File: src/design/qtpp_pkg.sv
// Shared types and constants of the quadtree point partitioner.
// Used by every module of the block; depends on nothing.
package qtpp_pkg;

  localparam int NODES     = 1024;
  localparam int GRIDS     = 1024;
  localparam int SLOTS     = 64;
  localparam int MAX_DEPTH = 16;

  localparam int NODE_AW  = $clog2(NODES);
  localparam int GRID_AW  = $clog2(GRIDS);
  localparam int SLOT_AW  = $clog2(SLOTS);
  localparam int DEPTH_W  = $clog2(MAX_DEPTH + 1);
  localparam int CLR_N    = (NODES > GRIDS) ? NODES : GRIDS;
  localparam int CLR_W    = $clog2(CLR_N) + 1;
  localparam int LINK_W   = 10;
  localparam int COUNT_W  = 16;
  localparam int QDEPTH   = 2;
  localparam int QAW      = 1;

  localparam logic [1:0] MODE_NODE  = 2'd0;
  localparam logic [1:0] MODE_POINT = 2'd1;
  localparam logic [1:0] MODE_CLEAR = 2'd2;

  localparam logic [1:0] KIND_INVALID = 2'd0;
  localparam logic [1:0] KIND_LEAF    = 2'd1;
  localparam logic [1:0] KIND_BRANCH  = 2'd2;

  localparam logic [1:0] REG_XBUF = 2'd0;
  localparam logic [1:0] REG_YBUF = 2'd1;
  localparam logic [1:0] REG_CAP  = 2'd2;

  typedef enum logic [1:0] {
    OP_NODE,
    OP_POINT,
    OP_CLEAR,
    OP_DROP
  } op_e;

  typedef struct packed {
    logic signed [31:0] split_x;
    logic signed [31:0] split_y;
    logic signed [31:0] bound_x;
    logic signed [31:0] bound_y;
    logic [4*LINK_W-1:0] children;
    logic [9:0]          grid;
  } node_t;

  typedef struct packed {
    op_e                op;
    logic               index_ok;
    logic [9:0]         node_index;
    logic [1:0]         kind;
    node_t              node;
    logic [9:0]         grid_index;
    logic [19:0]        pid;
    logic signed [31:0] px;
    logic signed [31:0] py;
  } entry_t;

  typedef struct packed {
    logic clearing;
  } back_stat_t;

endpackage

File: src/design/qtpp_fifo.sv
// Two-entry queue between the front end and the back end.
// Depends on qtpp_pkg for the entry type.
module qtpp_fifo import qtpp_pkg::*; (
  input  logic   clk_i,
  input  logic   rst_ni,
  input  logic   push_i,
  input  entry_t push_data_i,
  output logic   full_o,
  input  logic   pop_i,
  output entry_t pop_data_o,
  output logic   empty_o
);

  entry_t         mem_q [QDEPTH];
  logic [QAW-1:0] wr_q, rd_q;
  logic [QAW:0]   cnt_q;

  always_ff @(posedge clk_i) begin
    if (push_i) begin
      mem_q[wr_q] <= push_data_i;
    end
  end

  always_ff @(posedge clk_i or negedge rst_ni) begin
    if (!rst_ni) begin
      wr_q  <= '0;
      rd_q  <= '0;
      cnt_q <= '0;
    end else begin
      if (push_i) wr_q <= wr_q + 1'b1;
      if (pop_i)  rd_q <= rd_q + 1'b1;
      cnt_q <= cnt_q + (QAW+1)'(push_i) - (QAW+1)'(pop_i);
    end
  end

  assign full_o     = (cnt_q == (QAW+1)'(QDEPTH));
  assign empty_o    = (cnt_q == '0);
  assign pop_data_o = mem_q[rd_q];

endmodule

File: config.mk
export PLATFORM = sky130hd
export DESIGN_NAME = qtpp_fifo
export DESIGN_NICKNAME = d
export VERILOG_FILES = /design/src/design/qtpp_pkg.sv /design/src/design/qtpp_fifo.sv
export SDC_FILE = /design/constraint.sdc
export NUM_CORES = 1
export LEC_CHECK = 0
export ABC_AREA = 1
export BUFFER_PORTS_ARGS = -buffer_cell sky130_fd_sc_hd__buf_2
export CAP_MARGIN = 20
export CORE_MARGIN = 5
export CORE_UTILIZATION = 47
export CTS_CLUSTER_SIZE = 20
export DETAILED_ROUTE_END_ITERATION = 16
export GPL_TIMING_DRIVEN = 0
export MAX_ROUTING_LAYER = met4
export PLACE_DENSITY = 0.82
export SKIP_CTS_REPAIR_TIMING = 1
export SKIP_LAST_GASP = 1
export SYNTH_ARGS = -nofsm -noshare
export SYNTH_HDL_FRONTEND = slang
export SYNTH_SLANG_ARGS = --single-unit
File: constraint.sdc
create_clock -name clk_i -period 13.65 [get_ports clk_i]
set_clock_uncertainty 0.15 [all_clocks]
set_input_delay 1.365 -clock clk_i [delete_from_list [all_inputs] [get_ports clk_i]]
set_output_delay 1.365 -clock clk_i [all_outputs]
set_load 0.01 [all_outputs]
Word-level counts from Yosys, hierarchy flattened
Memory sizes are Yosys's and may differ from the RTL's.
Index checks and enable logic that the tools add are counted.
- bits in registers: 4
- RAM bits: 574
- input port bits: 291
- output and inout port bits: 289
- word-level logic and storage cells: 12
- memories: 1
- $add $sub $neg: 4
- eq/ne operators: 1
- multiplexer cells: 2
- reductions and logical operators: 1
- memory list (memory ; depth ; width ; read ports ; clocked after memory_dff ; write ports ; line ; source):
    mem_q ; 2 ; 287 ; 1 ; 0 ; 1 ; qtpp_fifo.sv:14 ; entry_t mem_q [QDEPTH];
- operator list (kind ; count):
    $add 1x1->1 const B ; 2
    $add 2x1->2 ; 1
    $eq 2x2->1 const B ; 1
    $logic_not 2->1 ; 1
    $mux 1 ; 2
    $sub 2x1->2 ; 1

Longest topological paths before layout
Gate-level depths: netlist (run 1).
- depth in word-level cells: 2
- depth in mapped cells: 7
- gate-level depth less buffers: 7

Worst setup path after synthesis (run 1)
Ideal clock, no wire load.
- path type: input to register
- start: input port push_i
- end: memory mem_q[0][0] in the netlist's numbering (enable)
- setup time: 0.949 ns
- arrival: 13.392 ns
- path slack: -0.841 ns
- stages: 2
- buffers on the path: 0
- path through: inv_1 -> nor2_1
- word-level cells in the longest chain between the ends: 2
- ends and longest elaborated chain (what ; line ; source):
    start, declared ; qtpp_fifo.sv:6 ; input logic push_i,
    $mux 1 ; qtpp_fifo.sv:19 ; if (push_i) begin
    $mux 1 (implied by the code) ; qtpp_fifo.sv:20 ; mem_q[wr_q] <= push_data_i;
    end, declared ; qtpp_fifo.sv:14 ;
Every way passes these cells.

==> reports/qor.csv, run 1 <==
stage,metric,value,unit
critical_path,Slowest cell on crit path,o21ai_0,
drt,vias per cell,4.968,
critical_path,Crit path depth,5,
drt,met2 WL,29.53,mm
drt,drt pass-1 iters,6,
logic_synthesis,Synth top area share,0.7961,
critical_path,largest fanout on the critical path,10,
logic_synthesis,Synth area leaders,"edfxtp_1 (80%), inv_1 (5.1%), nand2_1 (5.1%), o21ai_0 (4.7%), buf_6 (2.2%)",
clock_network,Skew-Pair Late Insertion Delay,0.59,ns
sta,Slew HR,0.5150,
placement,PortBufs,579,
min_path,worst hold path type,register to register,
die,starting density of the core,0.4761,
clock_network,CTS max path bufs,3,
clock_network,H-tree levels,2,
sta,# setup viols final,0,
critical_path,buffer and inverter count on the worst path,4,
critical_path,WS Path Type,register to primary output,
drt,WL met3,5.428,mm
logic_synthesis,Synth Net Count,1817,
critical_path,R2R depth,7,
placement,Final Wtd Congestion,0.9314,
layout,final cell count without fillers,2835,
run_status,status,"complete, no violations",
power_and_ir_drop,Flop pwr share,0.413,
critical_path,Setup crit start kind,register,
logic_synthesis,register area share after synthesis,0.8007,
logic_synthesis,Syn Inst Count,1524,
die,Die W,224.6,um
clock_network,TritonCTS buffer count,57,
critical_path,CP top delay family,buffers and inverters,
power_and_ir_drop,internal power,3882,uW
power_and_ir_drop,Clk pwr share,0.252,
layout,fraction of layout cells with a size suffix above 1,0.3302,
logic_synthesis,"count leader, synth",edfxtp_1,
logic_synthesis,synthesized area,0.02165,mm2
critical_path,most frequent CP cell,buf_6,
die,CORE AREA,0.04548,mm2
sta,Slew Limit Fails,0,
drt,Routed WL,56.16,mm
critical_path,"Req. time, crit path",12.14,ns
global_route,largest net degree at the start of global routing,114,
drt,top sig layer,met4,
power_and_ir_drop,NetSw,2007,uW
layout,Syn-to-layout area delta,26.49,%
drt,wire length per cell,19.81,um
job,max-cap violation count,0,
die,I/O pin cnt,580,
global_route,total gr overflow,0,
drt,wire length on met1,19.17,mm
logic_synthesis,Post-synth EDFFs,574,
logic_synthesis,top_reg_cell synth,edfxtp_1,
sta,Max Clk Rate,274.2,MHz
sta,setup TNS,0,ns
drt,DRT iter0 DRCs,1038,
drt,via count,14080,
clock_network,clk root buf,clkbuf_16,
logic_synthesis,number of library cell types mapped by synthesis,14,
layout,Post-Layout Inst Area,0.02739,mm2
logic_synthesis,Post-synth ARST share,0.006920,
layout,# nets final,2467,
critical_path,Worst Path Arrival,2.13,ns
global_route,vias in the first global route,14290,
power_and_ir_drop,combinational share of power,0.335,
logic_synthesis,Seq cells post-synth,578,
power_and_ir_drop,Tot Pwr,5889,uW
power_and_ir_drop,LEAKAGE,0.01173,uW
die,Die H,224.6,um
clock_network,clock transition at the registers of the reported paths,0.06,ns
clock_network,clock sink count,578,
global_route,first-pass GRT wire length,82.15,mm
critical_path,crit-path max cell delay,0.43,ns
global_route,antenna violations before repair,17,
min_path,Hold Path Stages,1,
placement,cell area after placement,0.02557,mm2
power_and_ir_drop,sw frac,0.3408,
power_and_ir_drop,VDD IR max,0.1750,mV
power_and_ir_drop,pwr/cell area,215.0,mW/mm2
logic_synthesis,top post-synthesis cells by count,"edfxtp_1 (574), inv_1 (294), nand2_1 (293), o21ai_0 (202), o21ai_1 (85)",
die,Die Footprint,0.05046,mm2
placement,placed insts,2715,
sta,Tcrit/Tclk final,0.2671,
die,site row count,78,
sta,minimum clock period,3.646,ns
logic_synthesis,Mean Syn Cell Area,14.21,um2
drt,Post-DRT Antenna Nets,0,
critical_path,critical path endpoint category,primary output,
logic_synthesis,post-synth top area cell,edfxtp_1,
placement,hpwl dp,40.83,mm
sta,unrepaired setup endpoints after global routing,no,
global_route,gr usage total,0.2195,
drt,DRC Markers,0,
sta,Fin. Hold Viols,0,
clock_network,CTS tree,yes,
critical_path,"Critical Path, Cell by Cell","buf_6, buf_6, buf_6, o21ai_0, buf_2",
logic_synthesis,Yosys warning total,0,
sta,worst slew pin tran,0.7275,ns
==> cells in the final DEF (no fill, tap or decap) <==
cell type   count
clkbuf_1       17
buf_16          2
clkinvlp_4      1
buf_6          42
edfxtp_1      574
xor2_1          2
inv_6           4
clkinv_4        2
o21ai_1        85
diode_2        15
clkinv_2        8
inv_8           2
clkbuf_16      59
buf_2         585
bufinv_16       3
clkinv_1       12
buf_12         10
nand3_1         1
inv_1         293
o21ai_0       202
ha_1            2
nor2_1          2
buf_4          14
dfrtp_1         4
nand2_1       293
nor2_4          1
==> power by group through the flow <==
| stage | clock [uW] | combinational, uW | sequential (uW) |
|---|---|---|---|
| global route | 1600 | 2140 | 2450 |
| global placement | 0 | 1880 | 2610 |
| detailed placement | 0 | 1980 | 2470 |
| floorplan | 0 | 1040 | 2550 |
| finish | 1480 | 1980 | 2430 |
| CTS | 1510 | 2000 | 2430 |
==> final cells by class <==
type,instances,area (um2)
Clock buffer,74,1533
Multi-Input combinational cell,588,2603
Buffer,64,615.6
Sequential cell,578,17340
Timing Repair Buffer,591,3153
Clock inverter,31,246.5
Antenna cell,15,37.54
Inverter,294,1111
Tap cell,600,750.7
Fill cell,3332,18090
==> per-layer routing <==
layer / up-vias / track usage
met5: - / -
met4: 0 / 0.08073
met3: 127 / 0.06826
met2: 648 / 0.3838
met1: 6808 / 0.2357
li1: 6500 / -
==> registers in the layout, indices dropped and copies added, names as in the netlist <==
name and flops:
mem_q 574, cnt_q 2, rd_q 1, wr_q 1
==> through the flow <==
stage          setup slack [ns]  hold WS (ns)    util
2_1_floorplan             4.182        0.3310       -
3_3_place_gp             0.3341        0.3436  0.5563
3_5_place_dp              9.827        0.4026  0.5622
4_1_cts                   9.915        0.3813  0.6014
5_1_grt                   9.892        0.3874  0.6022
6_report                  10.00        0.4081  0.6022
==> kinds of logic (layout without fill, tap and decap cells) <==
family	count (synthesis)	after routing	share of synthesized area
flip-flops	578	578	0.8007
buffers and inverters	358	1054	0.07940
AND/OR/NAND/NOR	297	297	0.05155
AO/OA/AOI/OAI	287	287	0.06634
adder cells (fa/ha/maj)	2	2	0.001156
XOR/XNOR	2	2	0.0008092
other	0	15	0
==> final timing paths <==
| kind | start | end | slack [ns] |
|---|---|---|---|
| max | rd_q | pop_data_o[242] | 10.00 |
| min | wr_q | wr_q | 0.41 |
| max reg2reg | wr_q | mem_q[0][71] | 10.93 |
| min reg2reg | wr_q | wr_q | 0.41 |
| max in group asynchronous | rst_ni | wr_q | 12.80 |
| min in group asynchronous | rst_ni | cnt_q[0] | 0.42 |
(Power assumes the default switching activity.)
==> run 2, diff against run 1 <==
Clock period 13.65 ns to 3.3 ns, I/O delays scaled along.
==> reports/qor.csv, run 2 (synthesized netlist as in run 1, its figures left out) <==
stage,metric,value,unit
global_route,vias in the first global route,14540,
die,Die Footprint,0.05046,mm2
drt,vias per cell,5.258,
die,I/O pin cnt,580,
sta,Tcrit/Tclk final,0.8526,
layout,Top reg by flops,mem_q,
drt,wire length per cell,22.39,um
placement,hpwl dp,41.10,mm
critical_path,WS Path Type,register to register,
die,site row count,78,
drt,DRC Markers,0,
global_route,total gr overflow,0,
sta,minimum clock period,2.814,ns
critical_path,most frequent CP cell,buf_12,
critical_path,buffer and inverter count on the worst path,5,
layout,"commonest non-fill, non-tap cells in the layout","buf_2 (585), edfxtp_1 (574), inv_1 (293), nand2_1 (292), dlygate4sd3_1 (291)",
layout,fraction of layout cells with a size suffix above 1,0.2937,
die,Die W,224.6,um
power_and_ir_drop,VDD IR max,0.6648,mV
drt,Post-DRT Antenna Nets,0,
drt,met2 WL,36.86,mm
drt,WL met3,6.366,mm
layout,final cell count without fillers,3122,
global_route,first-pass GRT wire length,83.18,mm
critical_path,Slowest cell on crit path,clkinvlp_4,
drt,top sig layer,met4,
clock_network,CTS max path bufs,3,
global_route,antenna violations before repair,8,
critical_path,R2R depth,6,
placement,cell area after placement,0.02567,mm2
layout,Post-Layout Inst Area,0.03034,mm2
sta,Slew HR,0.4867,
min_path,Hold Path Stages,2,
sta,# setup viols final,0,
clock_network,clock sink count,578,
drt,drt pass-1 iters,5,
drt,DRT iter0 DRCs,1611,
die,CORE AREA,0.04548,mm2
clock_network,CTS tree,yes,
sta,Fin. Hold Viols,0,
critical_path,Crit path depth,6,
critical_path,Setup crit start kind,register,
power_and_ir_drop,pwr/cell area,832.7,mW/mm2
layout,Regs by FF count,"mem_q x574, cnt_q x2",
critical_path,"Req. time, crit path",3.40,ns
critical_path,crit-path max cell delay,0.53,ns
critical_path,Worst Path Arrival,2.92,ns
clock_network,TritonCTS buffer count,55,
placement,PortBufs,579,
layout,Syn-to-layout area delta,40.12,%
clock_network,H-tree levels,2,
die,Die H,224.6,um
sta,worst slew pin tran,0.7683,ns
run_status,status,"complete, no violations",
critical_path,"Critical Path, Cell by Cell","nand2_2, clkinvlp_4, buf_12, buf_12, buf_12, buf_12",
layout,"Core Util, Final",0.6671,
layout,# nets final,2761,
die,starting density of the core,0.4761,
job,max-cap violation count,0,
min_path,worst hold path type,input port to register,
sta,Max Clk Rate,355.4,MHz
drt,Routed WL,69.89,mm
sta,Slew Limit Fails,0,
sta,unrepaired setup endpoints after global routing,no,
clock_network,clk root buf,clkbuf_16,
clock_network,clock transition at the registers of the reported paths,0.07,ns
placement,placed insts,2720,
layout,"commonest non-fill, non-tap cell in the layout",buf_2,
global_route,gr usage total,0.2212,
drt,wire length on met1,23.02,mm
placement,Final Wtd Congestion,0.9024,
layout,filler cell count,2806,
clock_network,Skew-Pair Late Insertion Delay,0.59,ns
drt,via count,16410,
critical_path,CP top delay family,buffers and inverters,
layout,max reg flops,574,
critical_path,largest fanout on the critical path,41,
sta,setup TNS,0,ns
global_route,largest net degree at the start of global routing,44,
power_and_ir_drop,LEAKAGE,0.01294,uW
critical_path,critical path endpoint category,register,
run 2: cell types whose count changed in the layout (fill, tap and decap cells not counted), moves of 2 or more:
cell / previous run / this run
diode_2: 15 / 9
clkinvlp_4: 1 / 6
clkinv_1: 12 / 8
dlygate4sd3_1: 0 / 291
inv_8: 2 / 0
clkbuf_1: 17 / 19
clkbuf_16: 59 / 55
buf_12: 10 / 15
bufinv_16: 3 / 5
run 2: worst reg2reg max path, stage by stage, from the launching register on:
cell and delay [ns]:
dfrtp_1 0.46, nand2_2 0.10, clkinvlp_4 0.53, buf_12 0.32
buf_12 0.28, buf_12 0.29, buf_12 0.31
run 2: metal layers:
| layer | global-route usage | vias up |
|---|---|---|
| met1 | 0.2408 | 7956 |
| li1 | - | 7076 |
| met2 | 0.3892 | 1120 |
| met3 | 0.06539 | 262 |
| met5 | - | - |
| met4 | 0.07425 | 0 |
run 2: final timing paths:
path,endpoint,startpoint,slack (ns)
worst min register to register,wr_q,wr_q,0.47
worst min-delay path,mem_q[0][199],push_data_i[199],0.31
worst max register to register,mem_q[1][74],wr_q,0.49
worst max-delay path,mem_q[1][74],wr_q,0.49
min in group asynchronous,cnt_q[1],rst_ni,0.53
max in group asynchronous,wr_q,rst_ni,2.29
run 2: report_power, final:
group | internal (uW) | switching [uW] | total, uW
Combinational | 3110 | 5790 | 8900
Clock | 3480 | 2740 | 6210
Sequential | 9730 | 419 | 10100
Total | 16300 | 8950 | 25300
run 2: final cells by class:
type / instances / area (um2) / area share
Timing Repair Buffer: 887 / 6166 / 0.2032
Sequential cell: 578 / 17340 / 0.5715
Tap cell: 600 / 750.7 / 0.02475
Clock buffer: 72 / 1440 / 0.04747
Multi-Input combinational cell: 588 / 2605 / 0.08587
Inverter: 294 / 1107 / 0.03650
Clock inverter: 30 / 292.8 / 0.009651
Antenna cell: 9 / 22.52 / 0.0007424
Buffer: 64 / 615.6 / 0.02029
run 2: per-stage QoR:
| step | setup WS, ns | hold WS, ns | total power [uW] |
|---|---|---|---|
| 6_report | 0.4865 | 0.3150 | 25260 |
| 5_1_grt | 0.3955 | 0.2959 | 26290 |
| 4_1_cts | 0.5278 | -0.6731 | 24540 |
| 3_5_place_dp | 0.5599 | -0.008626 | 18390 |
| 3_3_place_gp | -4.402 | -0.01292 | 18240 |
| 2_1_floorplan | -2.035 | -0.1156 | 14660 |
